<file path="src/sv/lz77_token_stream_decoder_core_defines.svh">
// Assertion macros for the LZ77 token stream decoder.
// Used by the top level only; needs a clk_i and an active-low rst_ni in scope.
`ifndef LZ77_TOKEN_STREAM_DECODER_CORE_DEFINES_SVH
`define LZ77_TOKEN_STREAM_DECODER_CORE_DEFINES_SVH

// Same-cycle implication, ignored while reset is applied.
`define LTD_ASSERT_NOW(label, ante, cons, msg) \
  label: assert property (@(posedge clk_i) disable iff (!rst_ni) (ante) |-> (cons)) \
    else $error(msg);

// Next-cycle implication, ignored while reset is applied.
`define LTD_ASSERT_NEXT(label, ante, cons, msg) \
  label: assert property (@(posedge clk_i) disable iff (!rst_ni) (ante) |=> (cons)) \
    else $error(msg);

`endif

</file>
<file path="src/sv/ltd_pkg.sv">
// Shared types and constants for the LZ77 token stream decoder.
// No dependencies.
package ltd_pkg;

  localparam int unsigned WinAw  = 16;
  localparam int unsigned ResDepth = 8;
  localparam int unsigned ResCntW  = 4;

  localparam logic [1:0] KIND_DATA  = 2'd0;
  localparam logic [1:0] KIND_DONE  = 2'd1;
  localparam logic [1:0] KIND_ERROR = 2'd2;

  localparam logic [2:0] ERR_NONE      = 3'd0;
  localparam logic [2:0] ERR_CAPACITY  = 3'd1;
  localparam logic [2:0] ERR_TRUNC     = 3'd2;
  localparam logic [2:0] ERR_ZERO_OFF  = 3'd3;
  localparam logic [2:0] ERR_BEFORE    = 3'd4;
  localparam logic [2:0] ERR_OVERFLOW  = 3'd5;
  localparam logic [2:0] ERR_BUSY      = 3'd6;

  localparam logic [1:0] CFG_CAPACITY = 2'd0;
  localparam logic [1:0] CFG_EXPECTED = 2'd1;

  localparam logic [3:0] NIB_EXT  = 4'hF;
  localparam logic [7:0] BYTE_EXT = 8'hFF;

  typedef enum logic [2:0] {
    PH_TOKEN, PH_LIT_EXT, PH_LITERALS, PH_OFF_LO, PH_OFF_HI, PH_MATCH_EXT, PH_COPY
  } phase_e;

  typedef struct packed {
    logic       is_pull;
    logic [7:0] data;
    logic       last;
  } item_t;

  typedef struct packed {
    logic [1:0]  kind;
    logic [7:0]  out_byte;
    logic [31:0] total;
    logic [2:0]  code;
  } result_t;

endpackage

</file>
<file path="src/sv/ltd_in_fifo.sv">
// Front part: accepts stream items, classifies them into pull/feed, and queues them.
// Depends on ltd_pkg.
module ltd_in_fifo (
  input  logic          clk_i,
  input  logic          rst_ni,
  input  logic          in_valid_i,
  output logic          in_ready_o,
  input  logic          opcode_i,
  input  logic [7:0]    data_i,
  input  logic          last_i,
  output logic          out_valid_o,
  input  logic          out_ready_i,
  output ltd_pkg::item_t out_item_o
);

  ltd_pkg::item_t mem_q [2];
  logic       wr_ptr_q, wr_ptr_d, rd_ptr_q, rd_ptr_d;
  logic [1:0] cnt_q, cnt_d;
  logic       push, pop;

  assign in_ready_o  = (cnt_q != 2'd2);
  assign out_valid_o = (cnt_q != 2'd0);
  assign out_item_o  = mem_q[rd_ptr_q];
  assign push = in_valid_i && in_ready_o;
  assign pop  = out_valid_o && out_ready_i;

  always_comb begin
    wr_ptr_d = push ? ~wr_ptr_q : wr_ptr_q;
    rd_ptr_d = pop ? ~rd_ptr_q : rd_ptr_q;
    cnt_d    = cnt_q + {1'b0, push} - {1'b0, pop};
  end

  always_ff @(posedge clk_i or negedge rst_ni) begin
    if (!rst_ni) begin
      wr_ptr_q <= 1'b0;
      rd_ptr_q <= 1'b0;
      cnt_q    <= 2'd0;
    end else begin
      wr_ptr_q <= wr_ptr_d;
      rd_ptr_q <= rd_ptr_d;
      cnt_q    <= cnt_d;
    end
  end

  // Classify on entry: drop the byte field meaning for pulls.
  always_ff @(posedge clk_i) begin
    if (push) begin
      mem_q[wr_ptr_q].is_pull <= opcode_i;
      mem_q[wr_ptr_q].data    <= data_i;
      mem_q[wr_ptr_q].last    <= last_i;
    end
  end

endmodule

</file>
<file path="config.mk">
export PLATFORM = sky130hd
export DESIGN_NAME = ltd_in_fifo
export DESIGN_NICKNAME = d
export VERILOG_FILES = /design/src/sv/lz77_token_stream_decoder_core_defines.svh /design/src/sv/ltd_pkg.sv /design/src/sv/ltd_in_fifo.sv
export SDC_FILE = /design/constraint.sdc
export NUM_CORES = 1
export LEC_CHECK = 0
export ABC_AREA = 1
export BUFFER_PORTS_ARGS = -buffer_cell sky130_fd_sc_hd__clkbuf_2
export CORE_ASPECT_RATIO = 0.9
export CORE_MARGIN = 2
export CORE_UTILIZATION = 45
export CTS_CLUSTER_DIAMETER = 120
export DETAILED_ROUTE_END_ITERATION = 10
export PLACE_DENSITY = 0.73
export SETUP_SLACK_MARGIN = 0.02
export SLEW_MARGIN = 20
export SYNTH_ARGS = -nofsm -noshare
export SYNTH_HDL_FRONTEND = slang
export SYNTH_SLANG_ARGS = --single-unit
</file>
<file path="constraint.sdc">
create_clock -name clk_i -period 1.5 [get_ports clk_i]
set_clock_uncertainty 0.1 [all_clocks]
set_input_delay 0.3 -clock clk_i [delete_from_list [all_inputs] [get_ports clk_i]]
set_output_delay 0.3 -clock clk_i [all_outputs]
set_load 0.02 [all_outputs]
</file>
# --- Word-level counts from Yosys, hierarchy flattened ---
# Memories as Yosys holds them, arrays and structs flattened.
# Index checks and enable logic that the tools add are counted.
totals:
  reg_bits: 4
  mem_bits_rw: 20
  in_bits: 14
  out_inout_bits: 12
  word_cells: 14
  n_memories: 1
op_classes:
  n_addsub: 2
  n_eq_ne: 1
  n_mux: 2
  n_bitwise: 2
  reduce_logical: 3
memory_table:
  columns: ["memory", "depth", "word_bits", "read_ports", "rd_clocked_by_memory_dff", "write_ports", "line", "rtl"]
  rows:
  - ["mem_q", 2, 10, 1, 0, 1, "ltd_in_fifo.sv:16", "ltd_pkg::item_t mem_q [2];"]
op_table:
  columns: ["op", "count"]
  rows:
  - ["$add A2 B1 Y2", 1]
  - ["$logic_and A1 B1 Y1", 2]
  - ["$mux W1", 2]
  - ["$ne A2 B2 Y1 const B", 1]
  - ["$not A1 Y1", 2]
  - ["$reduce_bool A2 Y1", 1]
  - ["$sub A2 B1 Y2", 1]

# --- Logic depth before layout (Yosys ltp) ---
logic_depth:
  ltp_word: 4
  mapped_depth: 10

# --- Worst setup path after synthesis ---
# Ideal clock, no wire load.
synth_timing:
  path_kind: "reg2reg"
  from: "register cnt_q[1]"
  to: "memory mem_q[1][0] (netlist bit) (enable)"
  setup_time_ps: 376
  t_arrival_ps: 1082
  t_required_ps: 1024
  path_slack_ps: -59
  stages_incl_launch_ff: 4
  path_buffers: 0
  synth_period_minus_slack_ps: 1559
  path_cell_list: "dfrtp_1 -> nand2_2 -> nand2_4 -> nor2_1"
synth_between:
  elab_chain_cells: 4
synth_lines:
  columns: ["item", "line", "rtl"]
  rows:
  - ["from (decl)", "ltd_in_fifo.sv:18", "logic [1:0] cnt_q, cnt_d;"]
  - ["from (signal assigned)", "ltd_in_fifo.sv:41", "cnt_q <= cnt_d;"]
  - ["$ne A2 B2 Y1", "ltd_in_fifo.sv:21", "assign in_ready_o = (cnt_q != 2'd2);"]
  - ["named net in_ready_o", "ltd_in_fifo.sv:7", "output logic in_ready_o,"]
  - ["$logic_and A1 B1 Y1", "ltd_in_fifo.sv:24", "assign push = in_valid_i && in_ready_o;"]
  - ["$mux W1", "ltd_in_fifo.sv:47", "if (push) begin"]
  - ["$mux W1 (implied by the code)", "ltd_in_fifo.sv:50", "mem_q[wr_ptr_q].last <= last_i;"]
  - ["to (decl)", "ltd_in_fifo.sv:16", null]
# The timed path passes the listed nets, and every way through them passes these cells.

==> results.toml <==
[placed_design]
port_buffers = 25
hpwl_um = 1150
place.gp.congestion = 0.642

[pwr]
share_comb_of_total_power = 0.482
internal_power_mw = 1.80
p_switching_mw = 1.06
p_leak_nw = 0.622
p_sw_frac = 0.371
power_frac_seq = 0.357
peakVddDrop_v = 0.00139
p_clk_frac = 0.161
powerDensity_nw_per_um2 = 2110

[die]
die_y_um = 48.3
coreArea_um2 = 2120
ios = 26
rows = 16
die_w_um = 53.2
start_util = 0.463
die_area_um2 = 2570

[sta]
worst_pin_slew_ns = 0.148
min_period_over_period = 1.10
holdWs_ns = 0.0645
relSlewSlack = 0.901
setup_viol = 10
slew_violations = 0
max_freq_ghz = 0.605
post-route-min-period_ns = 1.65
hold_viol_final = 0
fin_setup_tns_ns = -1.29
rsz0062_at_grt = "true"
setup_ws_ns = -0.152

[setup_path]
critical_path_arrival_ns = 1.25
worstSetupPathType = "flip-flop to output pin"
cp_max_fo = 6
required_ns = 1.10
crit_path_end_kind = "output pin"
worstRegToRegCells = 9
crit_path_start_kind = "flip-flop"

[global_route]
track_usage = 0.155
grt_pass1_wl_um = 2870
antenna_found_initial = 0
grt_max_degree = 15
first_global_vias = 650
grt-ovfl-total = 0

[finish]
syn_to_final_growth_pct = 38.1
drive_gt1_frac = 0.467
regArea_um2 = 703
multi_input_area_um2 = 270
diodes = 0
final.fill_count = 181
final_nets = 137

[synth]
ys_warn_count = 0
synthCells = 84
synth_edf_count = 20
synthesis.nets = 100
ys_async_sr_fraction = 0.167
yosys_most_used_dff = "edfxtp_1"
synthTopCellsByCount = "38 x nand2_1, 20 x edfxtp_1, 8 x inv_1"
synth_top_cell_area_share = 0.611
syn_area_per_cell_um2 = 11.7
yosys.area.top_type = "edfxtp_1"
synth.most_common_cell = "nand2_1"
synth_area_leaders = "edfxtp_1 61%, nand2_1 15%, dfrtp_1 10%, inv_1 3.1%, ha_1 2.5%"
synth_cell_types = 12
yosysSeqAreaShare = 0.713
netlist_area_um2 = 982
synth_seq_cells = 24

[route]
viasPerCell = 4.63
dr.pass1.iters = 4
drt_iter0_drc = 11
vias = 681
drc = 0
routed_wl_um = 1800
wl_per_cell_um = 12.2
ant_nets = 0

[clock_network]
cts_buffers = 3
clkSinkCount = 24
htree_levels = 1
cts_tree = "done"
cts_root_buf = "clkbuf_4"
clock_latency_ns = 0.32
clockBufferDepth = 2
clk_pin_slew_ns = 0.13

[outcome]
outcome = "finished, violations left"
violations = "negative setup slack"

[min_path]
hold_path.class = "input pin to flip-flop"
holdPathStages = 1

[job]
maxCapViolations = 0
==> final cells by class <==
cell class / instances / area share
Sequential cell: 24 / 0.518
Multi-Input combinational cell: 49 / 0.199
Timing Repair Buffer: 33 / 0.185
Inverter: 9 / 0.0277
Tap cell: 27 / 0.0249
Clock inverter: 1 / 0.0221
Clock buffer: 3 / 0.0166
Timing Repair inverter: 1 / 0.00554
==> cells by family (layout without fill, tap and decap cells) <==
family,count (synthesis),count (layout),synth area share
simple gates,47,47,0.201
flops,24,24,0.713
buf+inv,11,47,0.0599
fa+ha+maj,2,2,0.0255
==> power by group through the flow <==
stage / Clock (mW) / Sequential (mW) / Combinational (mW)
2_1_floorplan: 0 / 0.992 / 0.734
3_3_place_gp: 0 / 0.992 / 0.983
3_5_place_dp: 0 / 1.00 / 1.01
4_1_cts: 0.466 / 1.02 / 1.17
5_1_grt: 0.497 / 1.04 / 1.51
6_report: 0.461 / 1.02 / 1.38
==> worst max-delay path: stages, from the launching register on <==
cell and delay (ns):
dfrtp_2 0.46, clkinvlp_4 0.17, nand2_1 0.10, nand2_1 0.06, clkbuf_8 0.15
==> flip-flops by register name (all words and copies together) (netlist names) <==
name / flops
cnt_q: 2
mem_q: 20
rd_ptr_q: 1
wr_ptr_q: 1
==> what timing repair did <==
item | 4_1_cts | 5_1_grt
gates resized for setup | 14 | 27
gates cloned | 1 | 0
pin swaps | 5 | 5
hold buffers | 1 | 0
setup endpoints to repair | 12 | 14
hold endpoints to repair | 4 | 0
buffers inserted | 2 | 2
==> final timing paths <==
check                                     start               endpoint  slack [ns]
max                        rd_ptr_q$_DFFE_PN0P_          out_item_o[6]       -0.15
min                                   data_i[7]  mem_q[0][8]$_DFFE_PP_        0.06
max reg2reg                  cnt_q[1]$_DFF_PN0_     cnt_q[1]$_DFF_PN0_        0.02
min reg2reg                wr_ptr_q$_DFFE_PN0N_   wr_ptr_q$_DFFE_PN0N_        0.42
max in group asynchronous                rst_ni   rd_ptr_q$_DFFE_PN0P_        0.93
min in group asynchronous                rst_ni   wr_ptr_q$_DFFE_PN0N_        0.22
==> layer usage <==
metal,GRT usage,vias up,share of wire
met4,0.0513,0,0.020
met1,0.194,317,0.40
li1,-,342,-
met5,0,-,0
met2,0.259,16,0.54
met3,0.0370,6,0.032
==> stage by stage <==
stage          setup slack, ns  cells   util  cell area, µm²  power, mW
6_report                -0.152    147  0.639            1360       2.87
5_1_grt                 -0.216    147  0.639            1360       3.05
4_1_cts                 -0.139    145  0.604            1280       2.65
3_5_place_dp           -0.0141    137  0.540            1150       2.02
3_3_place_gp            0.0671    137  0.540            1150       1.97
2_1_floorplan           0.0378     84      -             990       1.73
==> placed cells by master (no fill, tap or decap), types with 2 or more instances in the layout <==
cell	instances
buf_2	2
buf_4	7
buf_6	6
clkbuf_2	14
clkbuf_4	3
clkbuf_8	3
clkinvlp_4	2
dfrtp_1	2
dfrtp_2	2
edfxtp_1	20
ha_4	2
inv_1	3
inv_2	5
nand2_1	36
nand2_2	4
nand2_4	3
nand3_1	2
Power figures use the tool's default switching activity.
