**src/sv/lz77_token_stream_decoder_core_defines.svh**
```systemverilog
// Assertion macros for the LZ77 token stream decoder.
// Used by the top level only; needs a clk_i and an active-low rst_ni in scope.
`ifndef LZ77_TOKEN_STREAM_DECODER_CORE_DEFINES_SVH
`define LZ77_TOKEN_STREAM_DECODER_CORE_DEFINES_SVH

// Same-cycle implication, ignored while reset is applied.
`define LTD_ASSERT_NOW(label, ante, cons, msg) \
  label: assert property (@(posedge clk_i) disable iff (!rst_ni) (ante) |-> (cons)) \
    else $error(msg);

// Next-cycle implication, ignored while reset is applied.
`define LTD_ASSERT_NEXT(label, ante, cons, msg) \
  label: assert property (@(posedge clk_i) disable iff (!rst_ni) (ante) |=> (cons)) \
    else $error(msg);

`endif

```
**src/sv/ltd_pkg.sv**
```systemverilog
// Shared types and constants for the LZ77 token stream decoder.
// No dependencies.
package ltd_pkg;

  localparam int unsigned WinAw  = 16;
  localparam int unsigned ResDepth = 8;
  localparam int unsigned ResCntW  = 4;

  localparam logic [1:0] KIND_DATA  = 2'd0;
  localparam logic [1:0] KIND_DONE  = 2'd1;
  localparam logic [1:0] KIND_ERROR = 2'd2;

  localparam logic [2:0] ERR_NONE      = 3'd0;
  localparam logic [2:0] ERR_CAPACITY  = 3'd1;
  localparam logic [2:0] ERR_TRUNC     = 3'd2;
  localparam logic [2:0] ERR_ZERO_OFF  = 3'd3;
  localparam logic [2:0] ERR_BEFORE    = 3'd4;
  localparam logic [2:0] ERR_OVERFLOW  = 3'd5;
  localparam logic [2:0] ERR_BUSY      = 3'd6;

  localparam logic [1:0] CFG_CAPACITY = 2'd0;
  localparam logic [1:0] CFG_EXPECTED = 2'd1;

  localparam logic [3:0] NIB_EXT  = 4'hF;
  localparam logic [7:0] BYTE_EXT = 8'hFF;

  typedef enum logic [2:0] {
    PH_TOKEN, PH_LIT_EXT, PH_LITERALS, PH_OFF_LO, PH_OFF_HI, PH_MATCH_EXT, PH_COPY
  } phase_e;

  typedef struct packed {
    logic       is_pull;
    logic [7:0] data;
    logic       last;
  } item_t;

  typedef struct packed {
    logic [1:0]  kind;
    logic [7:0]  out_byte;
    logic [31:0] total;
    logic [2:0]  code;
  } result_t;

endpackage

```
**src/sv/ltd_res_queue.sv**
```systemverilog
// Result queue: takes up to two results per cycle, hands out one per cycle while the receiver is ready.
// Depends on ltd_pkg.
module ltd_res_queue (
  input  logic             clk_i,
  input  logic             rst_ni,
  input  logic             push0_i,
  input  ltd_pkg::result_t res0_i,
  input  logic             push1_i,
  input  ltd_pkg::result_t res1_i,
  output logic [ltd_pkg::ResCntW-1:0] level_o,
  output logic             out_valid_o,
  input  logic             out_ready_i,
  output ltd_pkg::result_t out_res_o
);

  localparam int unsigned Aw = ltd_pkg::ResCntW - 1;

  ltd_pkg::result_t mem_q [ltd_pkg::ResDepth];
  logic [Aw-1:0] wr_ptr_q, wr_ptr_d, rd_ptr_q, rd_ptr_d;
  logic [ltd_pkg::ResCntW-1:0] cnt_q, cnt_d;
  logic pop;

  assign level_o     = cnt_q;
  assign out_valid_o = (cnt_q != '0);
  assign out_res_o   = mem_q[rd_ptr_q];
  assign pop         = out_valid_o && out_ready_i;

  always_comb begin
    wr_ptr_d = wr_ptr_q + Aw'(push0_i) + Aw'(push1_i);
    rd_ptr_d = rd_ptr_q + Aw'(pop);
    cnt_d    = cnt_q + ltd_pkg::ResCntW'(push0_i) + ltd_pkg::ResCntW'(push1_i)
             - ltd_pkg::ResCntW'(pop);
  end

  always_ff @(posedge clk_i or negedge rst_ni) begin
    if (!rst_ni) begin
      wr_ptr_q <= '0;
      rd_ptr_q <= '0;
      cnt_q    <= '0;
    end else begin
      wr_ptr_q <= wr_ptr_d;
      rd_ptr_q <= rd_ptr_d;
      cnt_q    <= cnt_d;
    end
  end

  // Second result always lands right after the first.
  always_ff @(posedge clk_i) begin
    if (push0_i) mem_q[wr_ptr_q] <= res0_i;
    if (push1_i) mem_q[wr_ptr_q + Aw'(1)] <= res1_i;
  end

endmodule

```
**config.mk**
```make
export PLATFORM = sky130hd
export DESIGN_NAME = ltd_res_queue
export DESIGN_NICKNAME = d
export VERILOG_FILES = /design/src/sv/lz77_token_stream_decoder_core_defines.svh /design/src/sv/ltd_pkg.sv /design/src/sv/ltd_res_queue.sv
export SDC_FILE = /design/constraint.sdc
export NUM_CORES = 1
export LEC_CHECK = 0
export ABC_CLOCK_PERIOD_IN_PS = 8580
export BUFFER_PORTS_ARGS = -buffer_cell sky130_fd_sc_hd__buf_2
export CORE_MARGIN = 5
export CORE_UTILIZATION = 25
export CTS_CLUSTER_DIAMETER = 50
export DETAILED_ROUTE_END_ITERATION = 12
export SLEW_MARGIN = 10
export SYNTH_ARGS = -nofsm -noshare
export SYNTH_HDL_FRONTEND = slang
export SYNTH_SLANG_ARGS = --single-unit
```
**constraint.sdc**
```tcl
create_clock -name clk_i -period 8.58 [get_ports clk_i]
set_input_delay 1.716 -clock clk_i [delete_from_list [all_inputs] [get_ports clk_i]]
set_output_delay 1.716 -clock clk_i [all_outputs]
set_load 0.005 [all_outputs]
```
# Word level (Yosys, flattened, before mapping)
# Memories as Yosys holds them, arrays and structs flattened.
# Cells that the tools add are included.
# word_totals
ramBits	360
ff_bits	10
output_inout_bits	50
mem_count	1
elab_cells	17
inputBits	95
# mem_list
name	depth	word_bits	read_ports	rd_ports_with_merged_regs	wr	line	source
mem_q	8	45	1	0	2	ltd_res_queue.sv:18	ltd_pkg::result_t mem_q [ltd_pkg::ResDepth];
# classes
n_mux	4
n_addsub	7
n_reduce_logical	2
# op_table
op	count
3-bit by 1-bit adder with 3-bit output	3
4-bit by 1-bit adder with 4-bit output	2
1-bit 2-to-1 mux	4
4-bit nonzero test	1
4-bit by 1-bit subtractor with 4-bit output	1
3-bit by 1-bit adder with 3-bit output, second input constant	1
1-bit logical AND	1

# Depth between registers and ports, before layout
# Gate-level depths: netlist of the first run.
# logic_depth
word_depth	3
ltp_mapped	10
ltp_nobuf	10

# Least setup slack after synthesis of the first run
# Ideal clock, no wire load.
# synth_path
path_type	input port to flip-flop
start	in push0_i
end	mem mem_q[0][0] (netlist name), enable pin
required_ns	8.063
t_arrival_ns	5.238
path_buffers	0
slack_ns	2.824
path_stages	2
setup_ns	0.517
cell_sequence	nand2_1 o32ai_1
# synth_lines
element	line	source
start, declared	ltd_res_queue.sv:6	input logic push0_i,
end, declared	ltd_res_queue.sv:18	

==> run metrics, run 1 <==
Post-CTS Resized=0; Crit. path cell count=4; nets=1241; PortBufs=144; crit end category=output pin; Avg WL per Cell=23.5 um; xor/xnor share of the synthesized area=less than 1%; Critical R2R Launch=wr_ptr_q[1]; Final Core Density=between 30% and 40%; placer's final routability congestion estimate=roughly 0.70; H-tree Lvls=2; CTS Buf Count=50; clk sinks=370; Worst slew margin=between 30% and 40%; Seq/Total Area, Yosys=60.1%; minimum clock period after layout=4.93 ns; Final Skew=0.0242 ns; #FFs+latches synth=370; GRT Total Usage=12.6%; share of cells above drive strength 1=63.6%; critical path data arrival time=3.21 ns; Fmax=roughly 200 MHz; Post CTS Setup Buffer Count=0; GR Overflow Total=0; YS warnings=0; Largest stage delay, worst path=0.96 ns; Worst EP required=around 6.9 ns; largest net degree at the start of global routing=47; vias in the first global route=11000; ranking of synthesized cells by area=edfxtp_1, mux2_2, mux4_2; die area=79200 um^2; io pins=about 150; total design power=0.00816 W; cts hold-fix bufs=0; critical path launch point type=register; cell taking the most area after synthesis=edfxtp_1; setup TNS=0 ns; DRC violations left=0; FF-to-FF End=mem_q[5][43]; drt pass-1 iters=5; final setup vio count=0; CP delay by family, top=flip-flops; main combinational cell family by area after synthesis=multiplexers; Post-DRT Antenna Nets=0; R2R cell count=5; RSZ-0062 raised after global routing=no; CORE AREA=around 73000 um^2; Leak=7.22 nW; finished layout cell area=21900 um^2; Clock Tree Root=clkbuf_16; initial antenna violation count=14; Via Count=9893; Rows=99; cells along the critical path=buf_4 -> mux4_2 -> mux2_2 -> buf_2; Compound-Gate Fraction of Synth Area=0.367%; first-pass GRT wire length=74.2 mm; Peak VDD IR=between 0.2 and 0.25 mV; R2R Setup Slk=4.79 ns; final period utilization=57.5%; CP bufs+invs=2; final wirelength=50.2 mm; Slew @ Worst Pin=0.991 ns; synthesized instance count=about 980; Simple-Gate Fraction of Synth Area=less than 1%; Vias/cell=around 4.6; origin of the worst min-delay path=level_o[0]; CP endpoint=out_res_o[42]; Clock transition at path regs=0.06 ns; PwrDens=approximately 370 nW/um^2; Syn Area/Cell=roughly 19 um^2; status=finished, final reports clean; clk_lat worst skew=0.60 ns; Max clock buf depth=3; area growth from synthesis to layout=19.1%; share of the synthesized area in the top cell type=58.7%; Crit. Startpoint=rd_ptr_q[2]; # Max-Cap Violations=0; Net Count, Synth=around 1100; adder-cell share of the synthesized area=less than 1%; die height=281 um; mux contribution to synthesized area=35.8%; synth unique cells=32; crit path max fanout=46; Worst Path Class, Setup=reg2out; Final HPWL DP=~28 mm; Initial DRC Count=around 600; die width=281 um; Final Hold Viols=0; Post-DP Area=20300 um^2; clock tree from TritonCTS=done; slowest cell on the critical path=dfrtp_4; Starting Density=25.2%; worst hold path type=reg2reg; synthesized cell area=18400 um^2; Max Slew Vio Count=0
==> how the worst min path moves through the flow <==
stage | slack, ns | to | depth (start not counted)
final | 0.61 | level_o[0] | 1
after global routing | 0.66 | level_o[0] | 1
after CTS | 0.62 | level_o[0] | 1
after detailed placement | 0.59 | level_o[0] | 1
after global placement | 0.59 | level_o[0] | 1
after floorplan | 0.48 | rd_ptr_q[1] | 1
==> cells in the final DEF (no fill, tap or decap), types with 2 or more instances in the layout <==
| master | count |
|---|---|
| nor3_4 | 2 |
| nor2_4 | 4 |
| clkbuf_16 | 50 |
| inv_6 | 8 |
| mux2_1 | 12 |
| o22ai_4 | 3 |
| clkinv_4 | 2 |
| inv_16 | 2 |
| clkinv_1 | 5 |
| mux2_2 | 393 |
| dfrtp_1 | 7 |
| o21bai_4 | 2 |
| inv_1 | 10 |
| ha_1 | 8 |
| mux4_2 | 90 |
| buf_2 | 144 |
| buf_4 | 17 |
| nand2_4 | 2 |
| fa_1 | 3 |
| nand2b_1 | 2 |
| nand2_1 | 5 |
| clkinv_8 | 2 |
| clkinvlp_4 | 4 |
| edfxtp_1 | 360 |
| bufinv_16 | 2 |
| xor2_1 | 4 |
| diode_2 | 9 |
| clkbuf_1 | 4 |
| clkinv_2 | 10 |
| dfrtp_4 | 3 |
==> cells in the mapped netlist (all sizes together) <==
library cell / count
and2: 1
inv: 10
edfxtp: 360
o21bai: 2
nor2: 5
ha: 8
a21o: 1
mux2: 405
nand3b: 1
nand2b: 2
nor3b: 1
xor2: 5
xnor2: 1
o21ai: 1
nor3: 2
a21oi: 1
clkbuf: 12
buf: 47
nand3: 1
o22ai: 3
fa: 3
mux4: 90
dfrtp: 10
nand2: 7
o31ai: 1
o32ai: 1
==> metal layers <==
layer / vias to the layer above / track usage [%] / part of all wire (%)
met5: - / 0 / 0.096
li1: 4353 / - / -
met4: 8 / 3.49 / 2.1
met3: 73 / 3.06 / 5.7
met1: 5239 / 16.2 / 43
met2: 220 / 21.2 / 50
==> report_power, final <==
group | switching (W) | internal, W | total (W) | leakage (nW)
combinational | 0.00162 | 0.00144 | 0.00305 | 3.02
sequential | 0.000299 | 0.00281 | 0.00311 | 3.42
clock | 0.000844 | 0.00115 | 0.00200 | 0.781
total | 0.00276 | 0.00539 | 0.00816 | 7.22
==> state kept, by name, summed over array words and instances, names as in the netlist <==
register  cells
rd_ptr_q      3
level_o       4
mem_q       360
wr_ptr_q      3
==> through the flow <==
step	cells	worst slack, ns	hold WS, ns
floorplan	981	2.82	0.477
global placement	2042	3.88	0.590
detailed placement	2042	3.82	0.594
CTS	2132	3.54	0.620
global route	2134	3.49	0.656
finish	2141	3.65	0.612
==> area by class of cell <==
class	instances	area (um^2)
fill	7104	51000
sequential	370	11100
multi-input combinational	542	7150
clock buffer	54	1270
tap	959	1200
timing repair buffer	161	848
clock inverter	36	330
inverter	10	37.5
antenna	9	22.5
==> cell families (layout without fill, tap and decap cells) <==
kind of cell	count (synthesis)	after routing
AOI/OAI and AO/OA	10	10
xor gates and xnor gates	6	6
adders and majority gates	11	11
buffers and inverters	69	261
DFF	370	370
muxes	495	495
other	0	9
and+or+nand+nor	20	20
(Power assumes the default switching activity.)
==> inputs of run 2 (changes only) <==
--- a/config.mk
+++ b/config.mk
@@ -5,7 +5,7 @@
 export SDC_FILE = /design/constraint.sdc
 export NUM_CORES = 1
 export LEC_CHECK = 0
-export ABC_CLOCK_PERIOD_IN_PS = 8580
+export ABC_CLOCK_PERIOD_IN_PS = 5100
 export BUFFER_PORTS_ARGS = -buffer_cell sky130_fd_sc_hd__buf_2
 export CORE_MARGIN = 5
 export CORE_UTILIZATION = 25
==> constraint.sdc (replaced) <==
create_clock -name clk_i -period 5.1 [get_ports clk_i]
set_input_delay 1.02 -clock clk_i [delete_from_list [all_inputs] [get_ports clk_i]]
set_output_delay 1.02 -clock clk_i [all_outputs]
set_load 0.005 [all_outputs]
==> run 2 against run 1 <==
Effect of this change: clock power up 74%; worst hold slack worse by 0.29 ns; total power up 72%; final cell count up 0.51%; sequential share of layout area down 0.57 points; flip-flop and latch count unchanged; critical path depth unchanged; first-iteration DRC count down 8.1%; utilization up 0.34 points; worst setup slack worse by 2.5 ns; highest routed layer unchanged; die area unchanged.
==> run metrics, run 2 (synthesized netlist as in run 1, its figures left out) <==
Worst slew margin=29.4% (-4.6 points); RSZ-0062 raised after global routing=no; nets=1252 (+0.89%); commonest non-fill, non-tap cell in the layout=mux2_2; setup TNS=0 ns (unchanged); most frequent cells in the layout=mux2_2, edfxtp_1, buf_2; CORE AREA=73000 um^2 (unchanged); Rows=99 (unchanged); Placed Cells=2053 (+0.54%); Post CTS Setup Buffer Count=0 (unchanged); GRT Total Usage=12.8% (+0.20 points); Largest stage delay, worst path=0.86 ns (-0.10 ns); Clock transition at path regs=0.05 ns (about the same); # Max-Cap Violations=0 (unchanged); initial antenna violation count=13 (-1); Starting Density=25.2% (unchanged); first-pass GRT wire length=75.4 mm (+1.7%); Worst EP required=4.08 ns (-2.78 ns); Post-CTS Resized=0 (unchanged); H-tree Lvls=2 (unchanged); crit end category=output pin; slowest cell on the critical path=dfrtp_4; CP bufs+invs=2 (unchanged); clk sinks=370 (unchanged); area of the multi-input gates=7150 um^2 (unchanged); die area=79200 um^2 (unchanged); Worst Path Class, Setup=reg2out; share of cells above drive strength 1=63.5% (-0.14 points); Post-DRT Antenna Nets=0 (unchanged); PortBufs=144 (unchanged); Max Slew Vio Count=0 (unchanged); max reg flops=360 (unchanged); R2R Setup Slk=1.82 ns (-2.97 ns); Sequential cell area=11100 um^2 (unchanged); clk_lat worst skew=0.57 ns (-0.03 ns); status=finished, final reports clean; cts hold-fix bufs=0 (unchanged); largest reg by FF count=mem_q; minimum clock period after layout=between 3 and 4 ns; Initial DRC Count=565 (-8.1%); Final Skew=0.0136 ns (-0.0107 ns); Via Count=9995 (+1.0%); die height=281 um (unchanged); largest net degree at the start of global routing=56 (+19%); die width=281 um (unchanged); Final Hold Viols=0 (unchanged); critical path launch point type=register; DRC violations left=0 (unchanged); placer's final routability congestion estimate=0.713 (+1.2%); final period utilization=76.8%; PwrDens=631 nW/um^2 (+70%); io pins=145 (unchanged); area growth from synthesis to layout=20.4%; fillcell total=7022 (-1.2%); GR Overflow Total=0 (unchanged); vias in the first global route=11000 (-0.17%); non-filler cells, final=2152 (+0.51%); total design power=0.0140 W (+72%); drt pass-1 iters=4 (-1); final setup vio count=0 (unchanged); clock tree from TritonCTS=done; Max clock buf depth=3 (unchanged); critical path data arrival time=2.90 ns (-0.31 ns); crit path max fanout=31 (-33%); Clock Tree Root=clkbuf_16; cells along the critical path=buf_12 -> mux4_2 -> mux2_2 -> buf_2; Vias/cell=4.64 (+0.51%); Peak VDD IR=0.407 mV (+71%); Critical R2R Launch=wr_ptr_q[0]; worst hold path type=in2async; Crit. Startpoint=rd_ptr_q[0]; Fmax=255 MHz; final wirelength=51.0 mm (+1.5%); CP delay by family, top=multiplexers; Slew @ Worst Pin=1.06 ns (+0.0684 ns); Final HPWL DP=29.3 mm (+5.0%); Avg WL per Cell=23.7 um (+1.0%); Leak=7.32 nW (+1.4%); CTS Buf Count=50 (unchanged)
run 2: changes by cell type in the layout (fill, tap and decap cells not counted), sizes merged:
cell      before  now
buf          161  172
bufinv         2    4
clkbuf        54   62
clkinv        19   14
clkinvlp       4    5
diode          9    8
inv           21   16
run 2: power by group:
part / internal (W) / switching, W
Sequential: 0.00471 / 0.000562
Combinational: 0.00253 / 0.00272
Clock: 0.00211 / 0.00137
Total: 0.00935 / 0.00465
run 2: layout make-up:
class | count | share of cell area, %
sequential | 370 | 49.9
antenna | 8 | 0.0903
clock buffer | 62 | 6.13
clock inverter | 29 | 1.32
multi-input combinational | 542 | 32.2
inverter | 10 | 0.169
timing repair buffer | 172 | 4.71
tap | 959 | 5.41
run 2: stage by stage:
step / area (um^2) / hold slack, ns / worst slack, ns / util (%)
after floorplan: 18400 / 0.477 / 0.0403 / -
after global placement: 20500 / 0.598 / 1.72 / 28.1
after detailed placement: 20500 / 0.591 / 1.73 / 28.1
after CTS: 22200 / 0.278 / 1.09 / 30.4
after global routing: 22200 / 0.297 / 1.01 / 30.4
final: 22200 / 0.320 / 1.18 / 30.4
run 2: final timing paths:
kind | end | depth (start not counted)
setup / recovery | out_res_o[44] | 4
hold / removal | level_o[3] | 1
setup reg to reg | mem_q[3][28] | 5
hold reg to reg | level_o[0] | 1
max in group asynchronous | rd_ptr_q[0] | 1
min in group clk_i | level_o[0] | 1
run 2: metal layers:
layer | track usage (%) | vias up | part of all wire [%]
met3 | 3.43 | 78 | 5.6
li1 | - | 4389 | -
met1 | 16.6 | 5289 | 44
met4 | 3.46 | 12 | 2.1
met2 | 21.2 | 227 | 49
met5 | 0 | - | 0.12
==> inputs of run 3 (changes only) <==
--- a/config.mk
+++ b/config.mk
@@ -5,7 +5,8 @@
 export SDC_FILE = /design/constraint.sdc
 export NUM_CORES = 1
 export LEC_CHECK = 0
-export ABC_CLOCK_PERIOD_IN_PS = 5100
+export ABC_AREA = 1
+export ABC_CLOCK_PERIOD_IN_PS = 3500
 export BUFFER_PORTS_ARGS = -buffer_cell sky130_fd_sc_hd__buf_2
 export CORE_MARGIN = 5
 export CORE_UTILIZATION = 25
==> constraint.sdc (replaced) <==
create_clock -name clk_i -period 3.5 [get_ports clk_i]
set_input_delay 0.7 -clock clk_i [delete_from_list [all_inputs] [get_ports clk_i]]
set_output_delay 0.7 -clock clk_i [all_outputs]
set_load 0.005 [all_outputs]
==> run 3 against run 2 <==
Effect of this change: synthesized cell count rose to 3.0 times the previous value; non-clock buffer count rose by 25; register-to-register slack got worse by 1.1 ns; total power rose by 79%; die area rose by 21%; area after synthesis rose by 21%; global-route usage rose by 3.4 points; critical path depth rose by 3; utilization fell by 1.6 points; combinational power rose by 150%; flip-flop and latch count did not move; worst hold slack improved by 0.16 ns; largest cell class unchanged.
==> run metrics, run 3 <==
status=finished, final reports clean; cell taking the most area after synthesis=edfxtp_1; Final HPWL DP=43.0 mm (+46%); max reg flops=360 (unchanged); Post-DRT Antenna Nets=0 (unchanged); mux contribution to synthesized area=0% (-36 points); xor/xnor share of the synthesized area=0.157% (-0.21 points); Worst Path Class, Setup=reg2out; Fmax=a little over 300 MHz; drt pass-1 iters=5 (+1); Post-synth EDFFs=360 (unchanged); Final Skew=0.0267 ns (+0.0131 ns); largest reg by FF count=mem_q; Initial DRC Count=1723 (+200%); synth unique cells=23 (-28%); Max clock buf depth=3 (unchanged); clk sinks=370 (unchanged); initial antenna violation count=22 (+9); Clock Tree Root=clkbuf_16; Avg WL per Cell=19.4 um (-18%); Clock transition at path regs=0.06 ns (about the same); first-pass GRT wire length=120 mm (+59%); die width=309 um (+9.8%); final wirelength=79.6 mm (+56%); Leak=12.2 nW (+67%); largest net degree at the start of global routing=114 (+100%); #FFs+latches synth=370 (unchanged); clock tree from TritonCTS=done; sw frac=48.8% (+16 points); non-filler cells, final=4106 (+91%); Peak VDD IR=1.10 mV (+170%); share of the synthesized area in the top cell type=48.4% (-10 points); Worst slew margin=16.7% (-13 points); # Max-Cap Violations=0 (unchanged); area growth from synthesis to layout=14.2%; Slew @ Worst Pin=1.24 ns (+0.185 ns); CORE AREA=88500 um^2 (+21%); sequential cell fraction of total power=28.8% (-8.8 points); Compound-Gate Fraction of Synth Area=0.235% (-0.13 points); Syn Area/Cell=7.56 um^2 (-60%); clk_lat worst skew=0.61 ns (+0.04 ns); PwrDens=981 nW/um^2 (+55%); DRC violations left=0 (unchanged); GR Overflow Total=0 (unchanged); minimum clock period after layout=about 3.3 ns; top_reg_cell synth=edfxtp_1; critical path data arrival time=2.60 ns (-0.30 ns); H-tree Lvls=2 (unchanged); final hold slack=0.483 ns (+0.163 ns); ranking of synthesized cells by area=edfxtp_1, nand2_1, nand4_1; Simple-Gate Fraction of Synth Area=36.9% (+36 points); PortBufs=144 (unchanged); GRT Total Usage=16.2% (+3.4 points); io pins=145 (unchanged); synthesized cell area=22400 um^2 (+21%); Vias/cell=4.84 (+4.2%); nets=2997 (+140%); Starting Density=25.3% (about the same); YS warnings=0 (unchanged); crit path max fanout=58 (+87%); Final Hold Viols=0 (unchanged); Switch Pwr=0.0122 W (+160%); slowest cell on the critical path=dfrtp_4; Via Count=19900 (+99%); setup TNS=0 ns (unchanged); CTS Buf Count=47 (-6.0%); Placed Cells=4006 (+95%); Rows=109 (+10%); RSZ-0062 raised after global routing=no; Largest stage delay, worst path=0.67 ns (-0.19 ns); die area=95500 um^2 (+21%); synthesized instance count=2955 (+200%); adder-cell share of the synthesized area=0.716% (-0.15 points); Post-synth top cells=nand2_1, inv_1, edfxtp_1, nand4_1, nand3_1; Worst path most repeated cell=nand2_1; vias in the first global route=18800 (+71%); worst hold path type=in2reg; die height=309 um (+9.8%); main combinational cell family by area after synthesis=simple AND/OR/NAND/NOR gates; Max Slew Vio Count=0 (unchanged); most frequent cells in the layout=nand2_1, inv_1, nand4_1, edfxtp_1, nand3_1; Comb pwr share=51.5% (+14 points); placer's final routability congestion estimate=0.756 (+6.0%); clock share of power=19.7% (-5.1 points); critical path launch point type=register; commonest non-fill, non-tap cell in the layout=nand2_1; Post-synth ARST share=2.70% (unchanged); Seq/Total Area, Yosys=49.5% (-11 points); Net Count, Synth=3061 (+180%); cells along the critical path=buf_4 -> nand2_1 -> nand3_1 -> nand2_1 -> nand2_1 -> nand2_1 -> buf_2; crit end category=output pin; Worst EP required=2.80 ns (-1.28 ns); cell-internal power=0.0128 W (+37%); count leader, synth=nand2_1; final setup vio count=0 (unchanged); final period utilization=a little over nine tenths; share of cells above drive strength 1=10.1% (-53 points)
[run 3: cell type report]
cell class | count | area [um^2]
Timing Repair Buffer | 197 | 1330
Clock inverter | 25 | 293
Fill cell | 9283 | 63000
Antenna cell | 12 | 30.0
Tap cell | 1165 | 1460
Inverter | 379 | 1440
Sequential cell | 370 | 11100
Multi-Input combinational cell | 1896 | 8630
Clock buffer | 62 | 1270
[run 3: per-stage QoR]
step / total power (W) / area (um^2) / util, % / worst slack [ns]
2_1_floorplan: 0.0154 / 22400 / - / -0.988
3_3_place_gp: 0.0201 / 23900 / 27.0 / 0.672
3_5_place_dp: 0.0202 / 23900 / 27.0 / 0.646
4_1_cts: 0.0252 / 25500 / 28.8 / 0.100
5_1_grt: 0.0267 / 25500 / 28.8 / 0.0532
6_report: 0.0250 / 25500 / 28.8 / 0.198
[run 3: path summary, 6_finish.rpt]
kind / start / end / slack [ns] / cells past startpoint
setup / recovery: rd_ptr_q[0] / out_res_o[13] / 0.20 / 7
hold / removal: res0_i[24] / mem_q[0][24] / 0.48 / 3
setup reg to reg: wr_ptr_q[0] / mem_q[4][40] / 0.71 / 6
hold reg to reg: wr_ptr_q[2] / wr_ptr_q[2] / 0.59 / 1
max in group asynchronous: rst_ni / rd_ptr_q[1] / 2.67 / 2
min in group asynchronous: rst_ni / rd_ptr_q[2] / 0.53 / 2
[run 3: routing by layer]
metal | global-route usage, % | vias to the layer above | wire (um)
met5 | 0 | - | 89
met4 | 6.47 | 14 | 2810
met3 | 3.31 | 188 | 6170
met2 | 26.9 | 825 | 37700
met1 | 20.7 | 9409 | 32800
li1 | - | 9437 | -
[run 3: critical path, delay by kind of cell, from the launching register on]
kind	cells	cell delay, ns
flops	1	0.67
simple gates	5	0.48
buf+inv	2	0.80
[run 3: kinds of logic after synthesis]
| family | count (synthesis) |
|---|---|
| and+or+nand+nor | 1871 |
| buffers and inverters | 689 |
| DFF | 370 |
| adders and majority gates | 11 |
| AOI/OAI and AO/OA | 10 |
| xor gates and xnor gates | 4 |
[run 3: power groups by stage]
stage               Combinational, W  Sequential, W  Clock (W)
global placement              0.0128        0.00726          0
global route                  0.0141        0.00731    0.00522
CTS                           0.0130        0.00721    0.00504
detailed placement            0.0129        0.00729          0
floorplan                    0.00804        0.00734          0
finish                        0.0129        0.00720    0.00495
[run 3: timing repair]
item | in CTS | in global routing
endpoints found under the hold margin | 10 | 0
buffers inserted | 0 | 0
setup endpoints to repair | 0 | 2
gates resized for setup | 0 | 1
hold buffers | 1 | 0
